## config.mk

```make
export PLATFORM = sky130hd
export DESIGN_NAME = sprb_back
export DESIGN_NICKNAME = d
export VERILOG_FILES = /design/src/rtl/core/sprb_pkg.sv /design/src/rtl/core/sprb_back.sv
export SDC_FILE = /design/constraint.sdc
export NUM_CORES = 2
export LEC_CHECK = 0
export BUFFER_PORTS_ARGS = -buffer_cell sky130_fd_sc_hd__buf_2
export CORE_MARGIN = 10
export CORE_UTILIZATION = 65
export CTS_CLUSTER_DIAMETER = 30
export DETAILED_ROUTE_END_ITERATION = 10
export PLACE_DENSITY_LB_ADDON = 0.12
export SKIP_CTS_REPAIR_TIMING = 1
export SLEW_MARGIN = 0
export SYNTH_ARGS = -nofsm -noshare
export SYNTH_HDL_FRONTEND = slang
export SYNTH_SLANG_ARGS = --single-unit
export TNS_END_PERCENT = 100
```

## constraint.sdc

```tcl
create_clock -name clk -period 12.2 [get_ports clk]
set_clock_uncertainty 0.2 [all_clocks]
set_input_delay 3.66 -clock clk [delete_from_list [all_inputs] [get_ports clk]]
set_output_delay 3.66 -clock clk [all_outputs]
set_load 0.01 [all_outputs]
```

## src/rtl/core/sprb_pkg.sv

```systemverilog
// ----------------------------------------------------------------------------
// sprb_pkg: shared types and constants for the prime root bucketer
// Field structs, config indexes and sizing constants.
// ----------------------------------------------------------------------------
package sprb_pkg;

	localparam int FLAG_BITS  = 18;
	localparam int MAX_BLOCKS = 64;
	localparam int SLOT_BITS  = 16;
	localparam int BLK_W      = $clog2(MAX_BLOCKS);
	localparam int CNT_W      = $clog2(MAX_BLOCKS + 1);
	localparam int CFG_DATA_W = 42;
	localparam int CFG_IDX_W  = 2;

	// counter store: normal buckets in the low half, large in the high half
	localparam int FILL_DEPTH = 2 * MAX_BLOCKS;
	localparam int FILL_AW    = BLK_W + 1;

	localparam logic [CFG_IDX_W-1:0] CFG_CLASS_DIFF = 2'd0;
	localparam logic [CFG_IDX_W-1:0] CFG_MOD_PROD   = 2'd1;
	localparam logic [CFG_IDX_W-1:0] CFG_BLOCK_SPAN = 2'd2;
	localparam logic [CFG_IDX_W-1:0] CFG_BLOCK_CNT  = 2'd3;

	localparam logic [SLOT_BITS-1:0] SLOT_MAX = '1;

	typedef struct packed {
		logic        start_req;
		logic [31:0] prime;
		logic [31:0] inverse;
		logic [31:0] low_residue;
	} in_item_t;

	typedef struct packed {
		logic        hit_valid;
		logic        large_mode;
		logic [5:0]  bucket_index;
		logic [15:0] slot_index;
		logic [23:0] hit_offset;
		logic [31:0] prime_echo;
		logic        slot_overflow;
	} out_item_t;

	// front -> back: classified item with reduced hit
	typedef struct packed {
		logic             start_req;
		logic             switch_now;
		logic             hit_valid;
		logic [BLK_W-1:0] bucket;
		logic [23:0]      hit;
		logic [31:0]      prime;
	} job_t;

endpackage

```

## src/rtl/core/sprb_back.sv

```systemverilog
// ----------------------------------------------------------------------------
// sprb_back: bucket counters
// Counters in a registered-read store, read at take, written back in B_UPD;
// valid bits stand for cleared counters; output held in a register.
// ----------------------------------------------------------------------------
module sprb_back import sprb_pkg::*; (
	input  logic      clk,
	input  logic      arst_n,
	input  logic      job_valid,
	output logic      job_ready,
	input  job_t      job,
	output logic      out_valid,
	input  logic      out_ready,
	output out_item_t out_item
);

	typedef enum logic {B_IDLE, B_UPD} state_t;

	state_t                state_q;
	logic [SLOT_BITS-1:0]  fill_mem [FILL_DEPTH];
	logic [SLOT_BITS-1:0]  rd_data;
	logic [MAX_BLOCKS-1:0] nval_q, lval_q;
	logic                  large_q;
	job_t                  job_s1;
	logic                  mode_s1;
	logic                  mode;
	logic                  take;
	logic                  seen;
	logic [SLOT_BITS-1:0]  cur;
	logic                  full;
	logic                  fill_we;

	// one job at a time, and only into an empty result register
	assign job_ready = (state_q == B_IDLE) && !out_valid;
	assign take      = job_valid && job_ready;
	assign mode      = job.start_req ? job.switch_now : (large_q | job.switch_now);

	// clears were applied to the valid bits at take, so they read fresh here
	assign seen    = mode_s1 ? lval_q[job_s1.bucket] : nval_q[job_s1.bucket];
	assign cur     = seen ? rd_data : '0;
	assign full    = (cur == SLOT_MAX);
	assign fill_we = (state_q == B_UPD) && job_s1.hit_valid;

	always_ff @(posedge clk) begin
		if (fill_we)
			fill_mem[{mode_s1, job_s1.bucket}] <= full ? cur : cur + SLOT_BITS'(1);
		if (take)
			rd_data <= fill_mem[{mode, job.bucket}];
	end

	always_ff @(posedge clk or negedge arst_n) begin
		if (!arst_n) begin
			state_q   <= B_IDLE;
			nval_q    <= '0;
			lval_q    <= '0;
			large_q   <= 1'b0;
			out_valid <= 1'b0;
		end else begin
			unique case (state_q)
				B_IDLE: begin
					if (out_ready) out_valid <= 1'b0;
					if (take) begin
						large_q <= mode;
						if (job.start_req) nval_q <= '0;
						if (job.start_req || job.switch_now) lval_q <= '0;
						state_q <= B_UPD;
					end
				end
				B_UPD: begin
					if (job_s1.hit_valid) begin
						if (mode_s1) lval_q[job_s1.bucket] <= 1'b1;
						else         nval_q[job_s1.bucket] <= 1'b1;
					end
					out_valid <= 1'b1;
					state_q   <= B_IDLE;
				end
				default: state_q <= B_IDLE;
			endcase
		end
	end

	always_ff @(posedge clk) begin
		if (take) begin
			job_s1  <= job;
			mode_s1 <= mode;
		end
		if (state_q == B_UPD) begin
			out_item.hit_valid     <= job_s1.hit_valid;
			out_item.large_mode    <= mode_s1;
			out_item.bucket_index  <= job_s1.hit_valid ? 6'(job_s1.bucket) : '0;
			out_item.slot_index    <= job_s1.hit_valid ? 16'(cur) : '0;
			out_item.hit_offset    <= job_s1.hit_valid ? job_s1.hit : '0;
			out_item.prime_echo    <= (job_s1.hit_valid && !mode_s1) ? job_s1.prime : '0;
			out_item.slot_overflow <= job_s1.hit_valid && full;
		end
	end

	assert property (@(posedge clk) disable iff (!arst_n)
		out_valid && !out_ready |=> out_valid) else $error("result dropped");
	assert property (@(posedge clk) disable iff (!arst_n)
		out_valid && !out_ready |=> $stable(out_item)) else $error("result changed");
	assert property (@(posedge clk) disable iff (!arst_n)
		state_q == B_UPD |-> !out_valid) else $error("result overwritten");
	assert property (@(posedge clk) disable iff (!arst_n)
		take && mode |=> large_q) else $error("mode not kept");

endmodule
```

* Word level (Yosys, flattened, before mapping) *
Memories as Yosys holds them, arrays and structs flattened. A register that Yosys moved wholly into a read port is not among the register bits.
Index checks and enable logic that the tools add are counted.

operators by class
  shift operators = 0
  add/subtract/negate cells = 1
  eq/ne operators = 8
  $mul = 0
  reduce and logical (&&, ||, !) cells = 12
  magnitude comparators = 2
  bitwise gates (word level) = 4
  muxes and demuxes = 26
  divide/modulo/power cells = 0

operators by type and width
  cell                                                               number
  two-way mux 64 bit                                                 8
  case mux 64 bit (2 select lines)                                   2
  OR 64 bit                                                          2
  two-way mux 16 bit                                                 2
  adder 16 x 1 -> 16 bit, second input constant                      1
  == test 16 bit, second input constant                              1
  binary-select mux 1 bit (select 6 bit)                             2
  two-way mux 1 bit                                                  9
  inequality test 2 bit, second input constant                       4
  AND reduction 4 bit                                                2
  < comparator 6 x 7 -> 1 bit, second input constant                 1
  demux 1 bit (select 6 bit)                                         1
  greater-or-equal comparator 6 x 1 -> 1 bit, second input constant  1
  logical AND 1 bit                                                  6
  inequality test 2 x 1 -> 1 bit, second input constant              3
  case mux 1 bit (2 select lines)                                    2
  zero test 1 bit                                                    2
  AND reduction 2 bit                                                1
  logical OR 1 bit                                                   1
  NOT 1 bit                                                          1
  OR 1 bit                                                           1

storage, ports and cells
  latch bits = 0
  register bits after elaboration = 276
  memories kept = 1
  bits in writable memories = 2048
  bits in read-only memories = 0
  input port bits = 69

memory list
  name      depth  bits a word  read ports  clocked after memory_dff  write ports  RTL line         RTL
  fill_mem  128    16           1           1                         1            sprb_back.sv:20  logic [SLOT_BITS-1:0] fill_mem [FILL_DEPTH];

* Depth between registers and ports, before layout *
  depth in word-level cells = 8
  depth in mapped cells = 21
  gate-level depth less buffers = 15

* Least setup slack after synthesis *
No wires, ideal clock.

  path kind = input to register
  start = in job_valid
  end = reg lval_q[3]
  buffers on the path = 0
  path slack = 5234 ps
  setup time = 72 ps
  data required time = 11928 ps
  data arrival time = 6694 ps
  stages on the path = 6
  path through = and2_1 -> o21a_1 -> o21ai_1 -> nor3_1 -> a21oi_1 -> nor2_1

between the ends
  word-level cells in the longest chain between the ends = 3

RTL lines
  element                          RTL line         RTL
  from (decl)                      sprb_back.sv:9   input logic job_valid,
  logical AND 1 bit                sprb_back.sv:35  assign take = job_valid && job_ready;
  inequality test 2 bit (no line)  -
  AND reduction 4 bit (no line)    -
  to (signal assigned)             sprb_back.sv:55  lval_q <= '0;
  to (signal assigned)             sprb_back.sv:65  if (job.start_req || job.switch_now) lval_q <= '0;
  to (signal, indexed assignment)  sprb_back.sv:71  if (mode_s1) lval_q[job_s1.bucket] <= 1'b1;
  to (decl)                        sprb_back.sv:22  logic [MAX_BLOCKS-1:0] nval_q, lval_q;

Every way passes these cells.
A chain may end at the register's enable or synchronous reset.

* Worst setup path in the final report *
  start = reg job_s1[59] in the netlist's numbering
  end = mem fill_mem[108][13], data pin

between the ends
  word-level cells in the longest chain between the ends = 6

RTL lines
  element                                                          RTL line                          RTL
  from (decl)                                                      sprb_back.sv:24                   job_t job_s1;
  from (signal assigned)                                           sprb_back.sv:84                   job_s1 <= job;
  binary-select mux 1 bit (select 6 bit)                           sprb_back.sv:39                   assign seen = mode_s1 ? lval_q[job_s1.bucket] : nval_q[job_s1.bucket];
  two-way mux 1 bit (not written as such)                          sprb_back.sv:39
  two-way mux 1 bit *                                              sprb_back.sv:39
  two-way mux 16 bit *                                             sprb_back.sv:40                   assign cur = seen ? rd_data : '0;
  net cur[1]                                                       sprb_back.sv:29                   logic [SLOT_BITS-1:0] cur;
  adder 16 x 1 -> 16 bit / == test 16 bit (equally long branches)  sprb_back.sv:46, sprb_back.sv:41
  two-way mux 16 bit *                                             sprb_back.sv:46                   fill_mem[{mode_s1, job_s1.bucket}] <= full ? cur : cur + SLOT_BITS'(1);
  to (decl)                                                        sprb_back.sv:20

The timed path passes the listed nets; every way through them passes the cells marked *. The select of a mux whose other input is x is not followed.

==> flow_summary_export.csv <==
group,metric,value,unit
setup_path,path_cells,"buf_4 > nand2_1 > a21oi_1 > a311o_1 > o32ai_1 > nor3_1 > o21a_1 > buf_4 > and2_1 > ha_1 > nand2_1 > nor4_1 > and3_1 > nor4_1 > nand3_1 > xnor2_1 > and2_4 > buf_4",
global_routing,grt_max_degree,146,
route,vias,47130,
run_status,outcome,"finished, final reports clean",
yosys,ys_ff_latch,2340,
yosys,syn_inst,3951,
timing,tightest_slew,1.336,ns
global_routing,grtUsageMet1,45.05,%
yosys,synth_area_leaders,"edfxtp_1 (74%), mux4_2 (18%), dfrtp_1 (3.6%)",
power,p_per_area,207.2,nW/um2
route,drc,0,
yosys,yosys_warnings,0,
setup_path,r2r_slack,4.45,ns
yosys,synth_area_per_cell,22.74,um2
power,p_total,22.45,mW
setup_path,path_class,"flop to flop",
setup_path,critPathArrivalTime,8.10,ns
route,first_iter_violations,7377,
placement,io_buffers,151,
timing,clock.fmax,129.0,MHz
route,routedWlPerCell,38.02,um
hold_path,min_from,"job_s1[62]",
cts,clk_pin_slew,0.05,ns
setup_path,crit_required,12.55,ns
cts,cts_buffer_depth,4,
cts,cts_tree,"done",
setup_path,critical_path_peak_fanout,96,
timing,rsz0062_at_grt,"false",
global_routing,overflow,0,
route,drt_wl_total,252.2,mm
setup_path,critPathLaunchType,"flop",
global_routing,grt.busiest_layer,"met2",
hold_path,hold_path.class,"flop to flop",
global_routing,use_met3,11.14,%
floorplanning,core-area,137500,um2
power,p_leak,36.55,nW
yosys,postSynthNetCount,4021,
cells_and_area,finish.utilization,78.79,%
timing,final-setup-viol-count,0,
setup_path,crit_family,"simple AND/OR/NAND/NOR gates",
timing,period_share,63.54,%
cells_and_area,fin_nets,4557,
hold_path,min_to,"out_item[80]",
yosys,async_reset_ff_share,5.598,%
cts,cts_buffers,431,
setup_path,timing.rr.end,"fill_mem[108][13]",
timing,min_period,7.751,ns
placement,dpl.hpwl,122.2,mm
flow_run,maxCapViolCount,0,
timing,slew_headroom,10.60,%
floorplanning,num_io_pins,152,
global_routing,use_met2,51.79,%
placement,gp_congestion,0.8639,
cells_and_area,area_delta_synth_final,20.56,%
setup_path,critPathSlowestCell,"nor3_1",
yosys,synthDistinctLibCells,48,
cts,ctsRootBufferMaster,"clkbuf_16",
yosys,yosysTopAreaCell,"edfxtp_1",
cts,worstSkewPairLatency,0.93,ns
route,dr.pass1.iters,10,
power,peakVddDrop,0.0001746,V
hold_path,hold_depth,0,
setup_path,r2r-start,"job_s1[59]",
route,via_per_inst,7.104,
floorplanning,dieArea,153500,um2
setup_path,max_stage_delay,0.81,ns
setup_path,cp.buffers_inverters,3,
yosys,synth_flop_cell,"edfxtp_1",
timing,drv_slew,0,
global_routing,antenna_found_initial,18,
yosys,syn_area,89860,um2
floorplanning,row_count,136,
setup_path,crit_path_frequent_cell,"buf_4",
cells_and_area,final.fill_count,6328,
route,drtAntennaViolNets,0,
cts,cts_sinks,2340,
global_routing,grt_pass1_vias,49140,
floorplanning,die_h,391.8,um
timing,tns,0,ns
yosys,seq_area_frac_synth,77.47,%
timing,hold_violations,0,
global_routing,grt_pass1_wl,362.4,mm
timing,whs,0.2703,ns
yosys,synth_enable_flop_cells,2209,
global_routing,grtUsageTotal,33.53,%
cts,cts-htree-levels,5,
cells_and_area,drive_above_1_share,37.97,%
floorplanning,die_w,391.8,um
setup_path,critPathCaptureType,"flop",
yosys,synth_top_area_share,73.82,%
floorplanning,initial_core_util,65.36,%
setup_path,ff2ff_path_depth,18,
## routing by layer
metal | vias up | wire length [um]
met5 | - | 185
met4 | 14 | 10670
met3 | 803 | 33460
met2 | 3877 | 121200
met1 | 24640 | 86690
li1 | 17800 | -
## layout by cell type (no fill, tap or decap), types with 34 or more instances in the layout
| cell type | n |
|---|---|
| edfxtp_1 | 2209 |
| mux4_2 | 704 |
| clkbuf_16 | 440 |
| nor2_1 | 260 |
| buf_4 | 164 |
| buf_2 | 146 |
| dfrtp_1 | 130 |
| a21oi_1 | 104 |
| and2_1 | 69 |
| clkinvlp_4 | 64 |
| bufinv_16 | 60 |
| clkinv_2 | 49 |
| clkinv_4 | 47 |
| inv_6 | 45 |
| nor2_2 | 39 |
| clkinv_1 | 36 |
| nand2_1 | 35 |
| clkbuf_1 | 34 |
## Yosys cell counts (all sizes together) (2+ instances only)
cell type / instances
dfrtp: 131
and3: 23
xor2: 3
nand4: 6
o211a: 2
and2: 81
or3: 4
nor2: 311
a22oi: 4
nor3: 12
o21a: 2
or2: 2
mux2: 19
xnor2: 8
nor4: 2
buf: 91
mux2i: 8
clkbuf: 126
nand2: 36
nand2b: 8
edfxtp: 2209
nor2b: 7
nand3: 21
inv: 5
o21ai: 3
a21oi: 105
mux4: 704
a221oi: 2
## flip-flops by register name, summed over array words and instances, names as in the netlist, 16 cells and up
signal,cells
fill_mem,2048
job_s1,63
lval_q,64
nval_q,64
out_item,81
rd_data,16
## cell type report
| class | count | area [um2] | share of cell area, % |
|---|---|---|---|
| well taps | 1794 | 2245 | 2.072 |
| repair buffers | 320 | 2138 | 1.974 |
| diodes | 4 | 10.01 | 0.009239 |
| clock buffers | 476 | 11170 | 10.31 |
| multi-input cells | 1388 | 19600 | 18.09 |
| clock inverters | 306 | 3537 | 3.265 |
| inverters | 6 | 22.52 | 0.02079 |
| flip-flops and latches | 2340 | 69620 | 64.26 |
## cells by family after synthesis
group	after synthesis	share of synthesized area [%]
XOR/XNOR	11	0.1072
multiplexers	731	17.97
buffers and inverters	223	1.058
AND/OR/NAND/NOR	517	2.595
flip-flops	2340	77.47
AO/OA/AOI/OAI	128	0.7867
adder cells (fa/ha/maj)	1	0.01392
## metrics by stage
| stage | setup slack, ns | area [um2] | cells |
|---|---|---|---|
| 2_1_floorplan | 5.234 | 89860 | 3951 |
| 3_3_place_gp | 4.423 | 93620 | 5848 |
| 3_5_place_dp | 4.418 | 93620 | 5848 |
| 4_1_cts | 4.834 | 108300 | 6630 |
| 5_1_grt | 4.192 | 108300 | 6630 |
| 6_report | 4.449 | 108300 | 6634 |
## how the worst max path moves through the flow
| stage | end | cells past startpoint | startpoint |
|---|---|---|---|
| after floorplan | lval_q[3] | 6 | job_valid |
| final | fill_mem[108][13] | 18 | job_s1[59] |
| after detailed placement | rd_data[14] | 6 | job[56] |
| after CTS | fill_mem[106][13] | 18 | job_s1[56] |
| after global routing | fill_mem[108][13] | 18 | job_s1[56] |
| after global placement | rd_data[12] | 6 | job[56] |
## power by group
part	leakage [nW]	switching (mW)	internal (mW)
Sequential	22.1	0.0623	9.12
Clock	7.01	4.17	7.89
Combinational	7.41	0.833	0.365
No activity file was read; power rests on OpenSTA's default activity.
